`src/gmb_ram.sv`:
```
module gmb_ram #(
  parameter int Width = 8,
  parameter int Depth = 16
) (
  input  logic                     clk,
  input  logic                     we,
  input  logic [$clog2(Depth)-1:0] waddr,
  input  logic [Width-1:0]         wdata,
  input  logic [$clog2(Depth)-1:0] raddr,
  output logic [Width-1:0]         rdata
);

  logic [Width-1:0] mem [Depth];

  always_ff @(posedge clk) begin
    if (we) begin
      mem[waddr] <= wdata;
    end
    rdata <= mem[raddr];
  end

endmodule

```
`config.mk`:
```
export PLATFORM = sky130hd
export DESIGN_NAME = gmb_ram
export DESIGN_NICKNAME = d
export VERILOG_FILES = /design/src/gmb_ram.sv
export SDC_FILE = /design/constraint.sdc
export NUM_CORES = 1
export LEC_CHECK = 0
export ABC_CLOCK_PERIOD_IN_PS = 4100
export BUFFER_PORTS_ARGS = -buffer_cell sky130_fd_sc_hd__clkbuf_2
export CAP_MARGIN = 30
export CORE_MARGIN = 2
export CORE_UTILIZATION = 28
export CTS_BUF_LIST = sky130_fd_sc_hd__clkbuf_16
export DETAILED_ROUTE_END_ITERATION = 16
export PLACE_DENSITY = 0.46
export SYNTH_ARGS = -nofsm -noshare
export SYNTH_HDL_FRONTEND = slang
export SYNTH_SLANG_ARGS = --single-unit
```
`constraint.sdc`:
```
create_clock -name clk -period 4.1 [get_ports clk]
set_input_delay 0 -clock clk [delete_from_list [all_inputs] [get_ports clk]]
set_output_delay 0 -clock clk [all_outputs]
set_load 0.01 [all_outputs]
```
==> results of run 1 <==
placed cells by master, fill, tap and decap left out, drive strengths merged:
| master | Yosys | final |
|---|---|---|
| buf | 7 | 6 |
| nor2b | 1 | 1 |
| clkinv | 0 | 7 |
| nand3b | 2 | 2 |
| mux4 | 32 | 32 |
| and2b | 1 | 1 |
| bufinv | 0 | 2 |
| a22oi | 16 | 16 |
| and2 | 1 | 1 |
| nand2 | 9 | 9 |
| clkinvlp | 0 | 2 |
| nor3 | 4 | 4 |
| nand3 | 1 | 1 |
| edfxtp | 128 | 128 |
| inv | 0 | 4 |
| or3b | 1 | 1 |
| dfxtp | 8 | 8 |
| nor2 | 13 | 13 |
| clkbuf | 0 | 42 |
| nand2b | 2 | 2 |
worst max-delay path, cell delays in order:
cell      delay (ns)
clkbuf_2        0.64
buf_4           0.37
mux4_1          0.58
a22oi_1         0.24
nand2_1         0.07
power breakdown:
| part | internal (mW) | total (mW) | switching, mW |
|---|---|---|---|
| clock | 0.873 | 1.41 | 0.532 |
| sequential | 1.56 | 1.57 | 0.0100 |
| combinational | 0.0568 | 0.140 | 0.0828 |
| total | 2.48 | 3.11 | 0.625 |
area by class of cell:
class                   instances  area [µm²]
clock buffers                  17         425
clock inverters                15         121
fillers                      1750       12000
multi-input cells              83        1070
flip-flops and latches        136        4000
well taps                     229         287
repair buffers                 31         170
metal layers:
metal / vias up / GRT usage (%)
met4: 0 / 3.63
met1: 1262 / 15.9
met5: - / 0
li1: 1051 / -
met3: 8 / 3.85
met2: 55 / 17.5
kinds of logic after synthesis:
| family | Yosys count |
|---|---|
| AND/OR/NAND/NOR | 35 |
| multiplexers | 32 |
| flip-flops | 136 |
| AO/OA/AOI/OAI | 16 |
| buffers and inverters | 10 |
path summary, 6_finish.rpt:
path | cells after the start | slack [ns] | endpoint | start
worst max-delay path | 5 | 2.47 | rdata[5]$_DFF_P_ | raddr[0]
worst min-delay path | 1 | 0.02 | mem[14][0]$_DFFE_PP_ | wdata[0]
worst max register to register | 3 | 2.72 | rdata[7]$_DFF_P_ | mem[11][7]$_DFFE_PP_
worst min register to register | 3 | 0.67 | rdata[6]$_DFF_P_ | mem[12][6]$_DFFE_PP_
sequential cells by signal, summed over array words and instances (netlist names):
name and cells:
rdata 8, mem 128
through the flow:
| stage | area (µm²) | worst slack, ns |
|---|---|---|
| final | 6070 | 2.47 |
| after global routing | 6070 | 2.30 |
| after CTS | 6070 | 2.40 |
| after detailed placement | 5520 | 1.96 |
| after global placement | 5510 | 1.96 |
| after floorplan | 5150 | 2.61 |
==> impl_results.md, run 1 <==
- Antenna violations before repair: 0
- Cell Pwr Density: 512 nW/µm²
- Vias/cell: 4.65
- RePlAce Congestion: 0.687
- WHS: ~0.015 ns
- Synth top cells by count: edfxtp_1 (128), mux4_2 (18), a22oi_1 (16), mux4_1 (14), nor2_1 (13)
- Yosys reg bits: around 140
- Top Layer Used: met4
- First-pass GRT wire length: 16.1 mm
- Die width: 140 µm
- Clock transition at path regs: 0.06 ns
- Top post-synthesis cells by area: edfxtp_1 (75%), mux4_2 (7.9%), mux4_1 (7.1%)
- Largest net degree at the start of global routing: 33
- EDFF count, synth: 128
- Total Power: 3.11 mW
- Max Fclk: 614 MHz
- Routed len/inst: roughly 21 µm
- Seq/Total Area, Yosys: 77.8%
- Die area: 19500 µm²
- Slew @ Worst Pin: around 0.97 ns
- Gr usage total: 11.6%
- Initial Utilization: roughly 29%
- Main combinational cell family by area after synthesis: multiplexers
- Post-synthesis mux area share: 15.0%
- Setup bufs post-CTS: 0
- Most used DFF post-synth: edfxtp_1
- Post-synthesis instance area: ~5100 µm²
- I/O Buffers: 25
- Sink Count: 136
- Final setup TNS: 0 ns
- DR iter-0 viols: 209
- ANT cells: 0
- Clock Tree Buf Depth: 2
- Worst setup EP type: flip-flop
- Vias in the first global route: 2569
- Drt total wl: 10.7 mm
- Vias: 2376
- Final #Nets: 287
- Final core occ: 33.7%
- Crit-path max FO: 22
- GRT overflow: 0
- CP startpoint kind: input pin
- First-pass detailed-route iteration total: 4
- Slew headroom: between 30% and 40%
- # H-tree levels: 4
- Synth Area in Compound Gates: 2.33%
- Final hold viol count: 0
- WP data required: 4.40 ns
- Detail Placement HPWL: 6.81 mm
- Unique masters post-synth: 19
- Area growth syn-to-layout: 18.0%
- Yosys top cell area share: 74.7%
- VDD IR max: 0.295 mV
- Layout cells sized above 1: 27.3%
- Post-Layout Cell Count: just over 500
- Post-layout min period: 1.63 ns
- CTS Buf Count: 17
- Number of gates resized after cts: 0
- Async set-reset flop share out of synthesis: 0%
- Post-Synth Simple-Gate Area: between 3 and 4%
- RSZ-0062 raised after global routing: no
- Metal2 WL: 5.05 mm
- CORE AREA: between 15000 and 20000 µm²
- Met3 wire length: ~450 µm
- Count leader, synth: edfxtp_1
- Metal1 wirelength: 5.10 mm
- Slew Limit Fails: 0
- Hold_buf cts: 0
- Worst path arrival time: a little under 2 ns
- Dpl cells: 478
- Yosys warning count: 0
- Syn Nets: ~250
- Finish-stage setup viols: 0
- Synthesized area per cell: 22.5 µm²
- Skew-Pair Late Insertion Delay: a little over 0.4 ns
- Tcrit/Tclk final: 39.7%
- Post-Synth Adder-Cell Area: 0%
- Clk_skew: 0.00908 ns
- Status: finished clean
- Xor and xnor area share after synthesis: 0%
- Min-Delay Path Class: in2reg
- CTS tree: done
- Top-Level Pins: 26
- Crit Path Class: in2reg
- Post-DRT Antenna Nets: 0
- Synth Instances: 229
- Height of the die: between 100 and 150 µm
- Row cnt: 49
- DRC errors left: 0
- CTS root buf: clkbuf_16
- # Max-Cap Violations: 0
- Yosys top cell by area: edfxtp_1
- Leakage: 2.01 nW
Note: power is estimated with default switching activity, not from simulation.
==> inputs of run 2 (changes only) <==
ABC_AREA = 1   (was default)
ABC_CLOCK_PERIOD_IN_PS = 1600   (was 4100)
clock period = 1.6 ns   (was 4.1 ns; I/O delays follow)
==> run 2 against run 1 <==
Net effect:
- largest power group unchanged
- sequential cell count is the same
- area after synthesis grew 12%
- register-to-register slack lost 2.1 ns
- count of clock-buffer cells in the layout is the same
- final cell count grew 72%
- clock skew grew 0.0035 ns
- design area grew 11%
- first-iteration DRC count grew 39%
- via count grew 58%
- combinational power grew to 3.6 times the previous value
- sequential power grew to 2.6 times the previous value
- critical path type is now reg2reg
==> impl_results.md, run 2 <==
- Gr usage total: 13.5%
- Detail Placement HPWL: 8.71 mm
- Clock Tree Buf Depth: 2
- Unique masters post-synth: 12
- Crit-path max FO: 1
- Skew-Pair Late Insertion Delay: 0.42 ns
- Clock transition at path regs: 0.05 ns
- Most frequent cells in the layout: nand2_1 (173), edfxtp_1 (128), inv_1 (105)
- DR iter-0 viols: 290
- I/O Buffers: 25
- Routed len/inst: 15.9 µm
- Synth top cells by count: nand2_1 (173), edfxtp_1 (128), inv_1 (100), nand3_1 (97), nor2_1 (17)
- Final hold viol count: 0
- Yosys warning count: 0
- Post-DRT Antenna Nets: 0
- Yosys reg bits: 136
- Post-layout min period: 1.02 ns
- Vias in the first global route: 3877
- RSZ-0062 raised after global routing: no
- Worst setup EP type: flip-flop
- Antenna violations before repair: 0
- Syn Nets: between 500 and 600
- CTS tree: done
- Crit-path slowest cell: edfxtp_1
- RePlAce Congestion: 0.765
- Top reg by flops: mem
- # Max-Cap Violations: 0
- Crit Path Class: reg2reg
- CTS Buf Count: 17
- Crit-path max cell delay: 0.37 ns
- Die width: 148 µm
- Cell Pwr Density: 1140 nW/µm²
- Max Fclk: about 980 MHz
- Leakage: 2.92 nW
- Slew @ Worst Pin: 0.415 ns
- EDFF count, synth: ~130
- ANT cells: 0
- Clk_skew: approximately 0.013 ns
- First-pass GRT wire length: 22.0 mm
- Finish-stage setup viols: 0
- Total Power: 7.73 mW
- Area growth syn-to-layout: 17.4%
- Post-synthesis instance area: 5770 µm²
- CORE AREA: between 20000 and 25000 µm²
- CP startpoint kind: flip-flop
- WP data required: 1.90 ns
- Final setup TNS: 0 ns
- Crit-path cells: inv_1 -> nand2_1 -> nand3_1 -> nand3_1 -> nand3_1 -> nand2_1
- Slew Limit Fails: 0
- Slew headroom: around 72%
- Final #Nets: 613
- CTS root buf: clkbuf_16
- VDD IR max: 0.744 mV
- Max FFs per register: 128
- Setup bufs post-CTS: 0
- DRC errors left: 0
- Row cnt: 52
- Height of the die: 148 µm
- Min-Delay Path Class: in2reg
- Number of gates resized after cts: 0
- Yosys top cell by area: edfxtp_1
- # H-tree levels: 4
- Vias/cell: 4.28
- Status: finished clean
- Seq/Total Area, Yosys: between 60% and 70%
- Hold_buf cts: 0
- Vias: 3762
- Sink Count: 136
- Tcrit/Tclk final: 64.0%
- Die area: 21800 µm²
- First-pass detailed-route iteration total: 5
- Count leader, synth: nand2_1
- Yosys top cell area share: 66.7%
- Top Registers: mem (128), rdata (8)
- Top-Level Pins: 26
- Async set-reset flop share out of synthesis: 0%
- Drt total wl: roughly 14 mm
- Top post-synthesis cells by area: edfxtp_1 (67%), nand2_1 (11%), nand3_1 (8.4%)
- Most used DFF post-synth: edfxtp_1
- Worst path arrival time: 1.32 ns
- Most common cell after layout, fill and taps aside: nand2_1
- CP dominant cell by count: nand3_1
- Layout cells sized above 1: between 10% and 20%
- Synthesized area per cell: 10.5 µm²
- Final core occ: 33.4%
- Initial Utilization: 28.5%
- GRT overflow: 0
- Largest net degree at the start of global routing: 65
- Synth Instances: around 550
run 2: cell count changes in the layout (fill, tap and decap cells not counted), sizes merged, moves of 2 or more:
cell      previous run  this run
mux4                32         0
buf                  6        24
nand2b               2         0
a22oi               16         0
bufinv               2         0
inv                  4       107
nand3                1        97
clkinv               7        10
nand2                9       173
clkinvlp             2         0
nor3                 4         0
nor2                13        17
run 2: kinds of logic (layout without fill, tap and decap cells):
| family | after synthesis | in the layout | share of synthesized area (%) |
|---|---|---|---|
| buf+inv | 126 | 183 | 9.52 |
| simple gates | 289 | 289 | 21.0 |
| flops | 136 | 136 | 69.4 |
run 2: metal layers:
metal,up-vias,share of wire (%),GRT usage [%]
met5,-,0,0
met4,0,1.3,4.71
met3,11,5.0,3.43
met2,93,49,21.8
met1,1797,45,17.8
li1,1861,-,-
run 2: cell type report:
cell class | instances | area [µm²]
fillers | 2063 | 13500
flip-flops and latches | 136 | 4000
multi-input cells | 289 | 1210
clock buffers | 17 | 425
inverters | 102 | 383
repair buffers | 49 | 343
well taps | 270 | 338
clock inverters | 15 | 61.3
run 2: worst paths after layout:
path | start | endpoint | slack [ns] | cells after the start
min reg2reg | mem[2][0]$_DFFE_PP_ | rdata[0]$_DFF_P_ | 0.66 | 6
max | mem[5][1]$_DFFE_PP_ | rdata[1]$_DFF_P_ | 0.58 | 6
max reg2reg | mem[5][1]$_DFFE_PP_ | rdata[1]$_DFF_P_ | 0.58 | 6
min | wdata[2] | mem[0][2]$_DFFE_PP_ | 0.03 | 1
run 2: per-stage QoR:
stage / std cells / instance area [µm²] / worst slack, ns / hold slack, ns
after floorplan: 551 / 5770 / 0.649 / 0.0989
after global placement: 846 / 6280 / 0.420 / 0.392
after detailed placement: 846 / 6280 / 0.417 / 0.396
after CTS: 878 / 6770 / 0.578 / 0.0271
after global routing: 878 / 6770 / 0.495 / 0.0479
final: 878 / 6770 / 0.576 / 0.0346
run 2: power by group:
group | internal (mW) | switching (mW)
combinational | 0.152 | 0.345
sequential | 3.99 | 0.0255
clock | 1.90 | 1.33
total | 6.03 | 1.70
run 2: critical path, delay by kind of cell (launching register included):
| family | cells | cell delay (ns) |
|---|---|---|
| and+or+nand+nor | 5 | 0.48 |
| DFF | 1 | 0.37 |
| buffers and inverters | 1 | 0.06 |
==> inputs of run 3 (changes only) <==
ABC_CLOCK_PERIOD_IN_PS = 900   (was 1600)
PLACE_DENSITY = 0.47   (was 0.46)
clock period = 0.9 ns   (was 1.6 ns; I/O delays follow)
==> run 3 against run 2 <==
Net effect:
- the flow now finishes with violations (negative hold slack, negative setup slack)
- critical path depth is the same
- final cell count grew 2.3%
- register-to-register slack lost 0.63 ns
- utilization grew 2.3 points
- clock power grew 120%
- via count grew 1.3%
- design area grew 7.0%
- clock skew shrank 0.0028 ns
- count of clock-buffer cells in the layout is the same
- critical path type unchanged
- critical endpoint is now rdata[7]$_DFF_P_
==> impl_results.md, run 3 (synthesis gave the netlist of run 2 again) <==
- Height of the die: 148 µm
- Clock transition at path regs: roughly 0.060 ns
- Slew @ Worst Pin: 0.434 ns
- Layout cells sized above 1: between 10% and 20%
- Slew headroom: 71.1%
- Crit Path Class: reg2reg
- Hold_buf cts: 0
- VDD IR max: 1.20 mV
- Clk_skew: 0.00974 ns
- CORE AREA: 20200 µm²
- Row cnt: 52
- Max Fclk: approximately 1100 MHz
- Crit-path max FO: 1
- WHS: -0.00222 ns
- GRT overflow: 0
- Final hold viol count: 12
- CP dominant cell by count: nand3_1
- Crit-path max cell delay: between 0.3 and 0.4 ns
- Setup bufs post-CTS: 0
- Skew-Pair Late Insertion Delay: ~0.42 ns
- Routed len/inst: 15.5 µm
- Area growth syn-to-layout: 25.5%
- Worst path arrival time: between 1 and 1.5 ns
- Finish-stage setup viols: 8
- Clock Tree Buf Depth: 2
- Flop-to-flop setup slack: -0.05 ns
- Crit-path leading delay family: simple AND/OR/NAND/NOR gates
- Worst setup EP type: flip-flop
- RePlAce Congestion: 0.775
- Vias/cell: 4.24
- RSZ-0062 raised after global routing: yes
- Met3 wire length: 461 µm
- Top reg by flops: mem
- CP Buf/Inv Count: 1
- Sink Count: about 140
- # H-tree levels: 4
- DRC errors left: 0
- Drt total wl: between 10 and 15 mm
- Fillers: 1975
- Most common cell after layout, fill and taps aside: nand2_1
- Top Layer Used: met4
- R2R depth: 6
- Status: finished, violations left
- Multi-input gate area: 1320 µm²
- Failing checks: negative hold slack, negative setup slack
- Die width: roughly 150 µm
- Metal1 wirelength: 6.39 mm
- Vias: 3812
- Hold Crit Start: wdata[4]
- Detail Placement HPWL: 9.19 mm
- Post-layout min period: ~0.95 ns
- Final #Nets: 633
- Tcrit/Tclk final: 106%
- Vias in the first global route: about 3700
- Max FFs per register: 128
- ANT cells: 0
- Gr usage total: approximately 14%
- Leakage: 3.12 nW
- Largest net degree at the start of global routing: 51
- Final core occ: between 30% and 40%
- Reg area: 4010 µm²
- R2R Path End: rdata[7]$_DFF_P_
- Min-Delay Path Class: in2reg
- DR iter-0 viols: 297
- Top-Level Pins: 26
- Crit-path slowest cell: edfxtp_1
- WHS Path Cells: 1
- I/O Buffers: 25
- Total Power: 15.1 mW
- # Max-Cap Violations: 0
- First-pass GRT wire length: around 22 mm
- Fin worst setup slack: -0.0521 ns
- R2r startpoint: mem[13][7]$_DFFE_PP_
- CTS root buf: clkbuf_16
- Initial Utilization: ~28%
- Crit-path cells: inv_1 -> nand2_1 -> nand3_1 -> nand3_1 -> nand3_2 -> nand2_2
- Metal2 WL: 6.74 mm
- CP startpoint kind: flip-flop
- First-pass detailed-route iteration total: 4
- Most frequent cells in the layout: nand2_1 (169), edfxtp_1 (128), inv_1 (103)
- Post-DRT Antenna Nets: 0
- Antenna violations before repair: 0
- Die area: approximately 22000 µm²
- Worst Hold End: mem[6][4]$_DFFE_PP_
- CTS Buf Count: 17
- CTS tree: done
- Top Registers: mem (128), rdata (8)
- WP data required: 1.20 ns
- Cell Pwr Density: 2090 nW/µm²
- Slew Limit Fails: 0
-- run 3: cell types whose count changed in the layout (fill, tap and decap cells not counted), moves of 3 or more --
cell       delta
buf_12        +7
dfxtp_2       +3
bufinv_16     +4
nand2_1       -4
nand3_1      -18
clkbuf_2      -4
nor2_2        +3
nand2_2       +4
buf_4        +13
nand3_2      +18
nor2_1        -3
dfxtp_1       -4
-- run 3: worst reg2reg max path: stages, from the launching register on --
cell,delay [ns]
edfxtp_1,0.37
inv_1,0.06
nand2_1,0.04
nand3_1,0.09
nand3_1,0.10
nand3_2,0.12
nand2_2,0.06
-- run 3: worst max path at each step --
stage	start	to	slack, ns	cells past startpoint
floorplan	waddr[2]	mem[10][0]$_DFFE_PP_	-0.05	2
global placement	raddr[0]	rdata[5]$_DFF_P_	-0.23	8
detailed placement	raddr[0]	rdata[5]$_DFF_P_	-0.24	8
CTS	mem[13][1]$_DFFE_PP_	rdata[1]$_DFF_P_	-0.06	6
global route	mem[13][1]$_DFFE_PP_	rdata[1]$_DFF_P_	-0.13	6
finish	mem[13][7]$_DFFE_PP_	rdata[7]$_DFF_P_	-0.05	6
-- run 3: metal layers --
layer,track usage (%),vias up
met3,2.93,17
met5,0,-
met2,22.2,73
li1,-,1900
met4,5.96,0
met1,17.3,1822
-- run 3: report_power, final --
group	internal (mW)	switching, mW
clock	4.53	2.42
combinational	0.384	0.668
sequential	7.09	0.0455
total	12.0	3.14
-- run 3: final cells by class --
class                           count  share of cell area [%]
Clock inverter                     15                    2.32
Multi-Input combinational cell    289                    18.3
Timing Repair Buffer               69                    8.19
Inverter                          102                    5.29
Tap cell                          270                    4.67
Sequential cell                   136                    55.4
Clock buffer                       17                    5.88
-- run 3: what timing repair did --
item,in CTS,in global routing
pin swaps,18,3
endpoints found under the setup margin,11,12
hold endpoints to repair,0,0
gates resized for setup,21,12
-- run 3: metrics by stage --
| stage | cell area (µm²) | instances | worst slack, ns | TNS, ns |
|---|---|---|---|---|
| floorplan | 5770 | 551 | -0.0508 | -4.12 |
| global placement | 6530 | 866 | -0.230 | -7.13 |
| detailed placement | 6530 | 866 | -0.241 | -9.39 |
| CTS | 7210 | 898 | -0.0555 | -0.324 |
| global route | 7240 | 898 | -0.127 | -0.870 |
| finish | 7240 | 898 | -0.0521 | -0.220 |
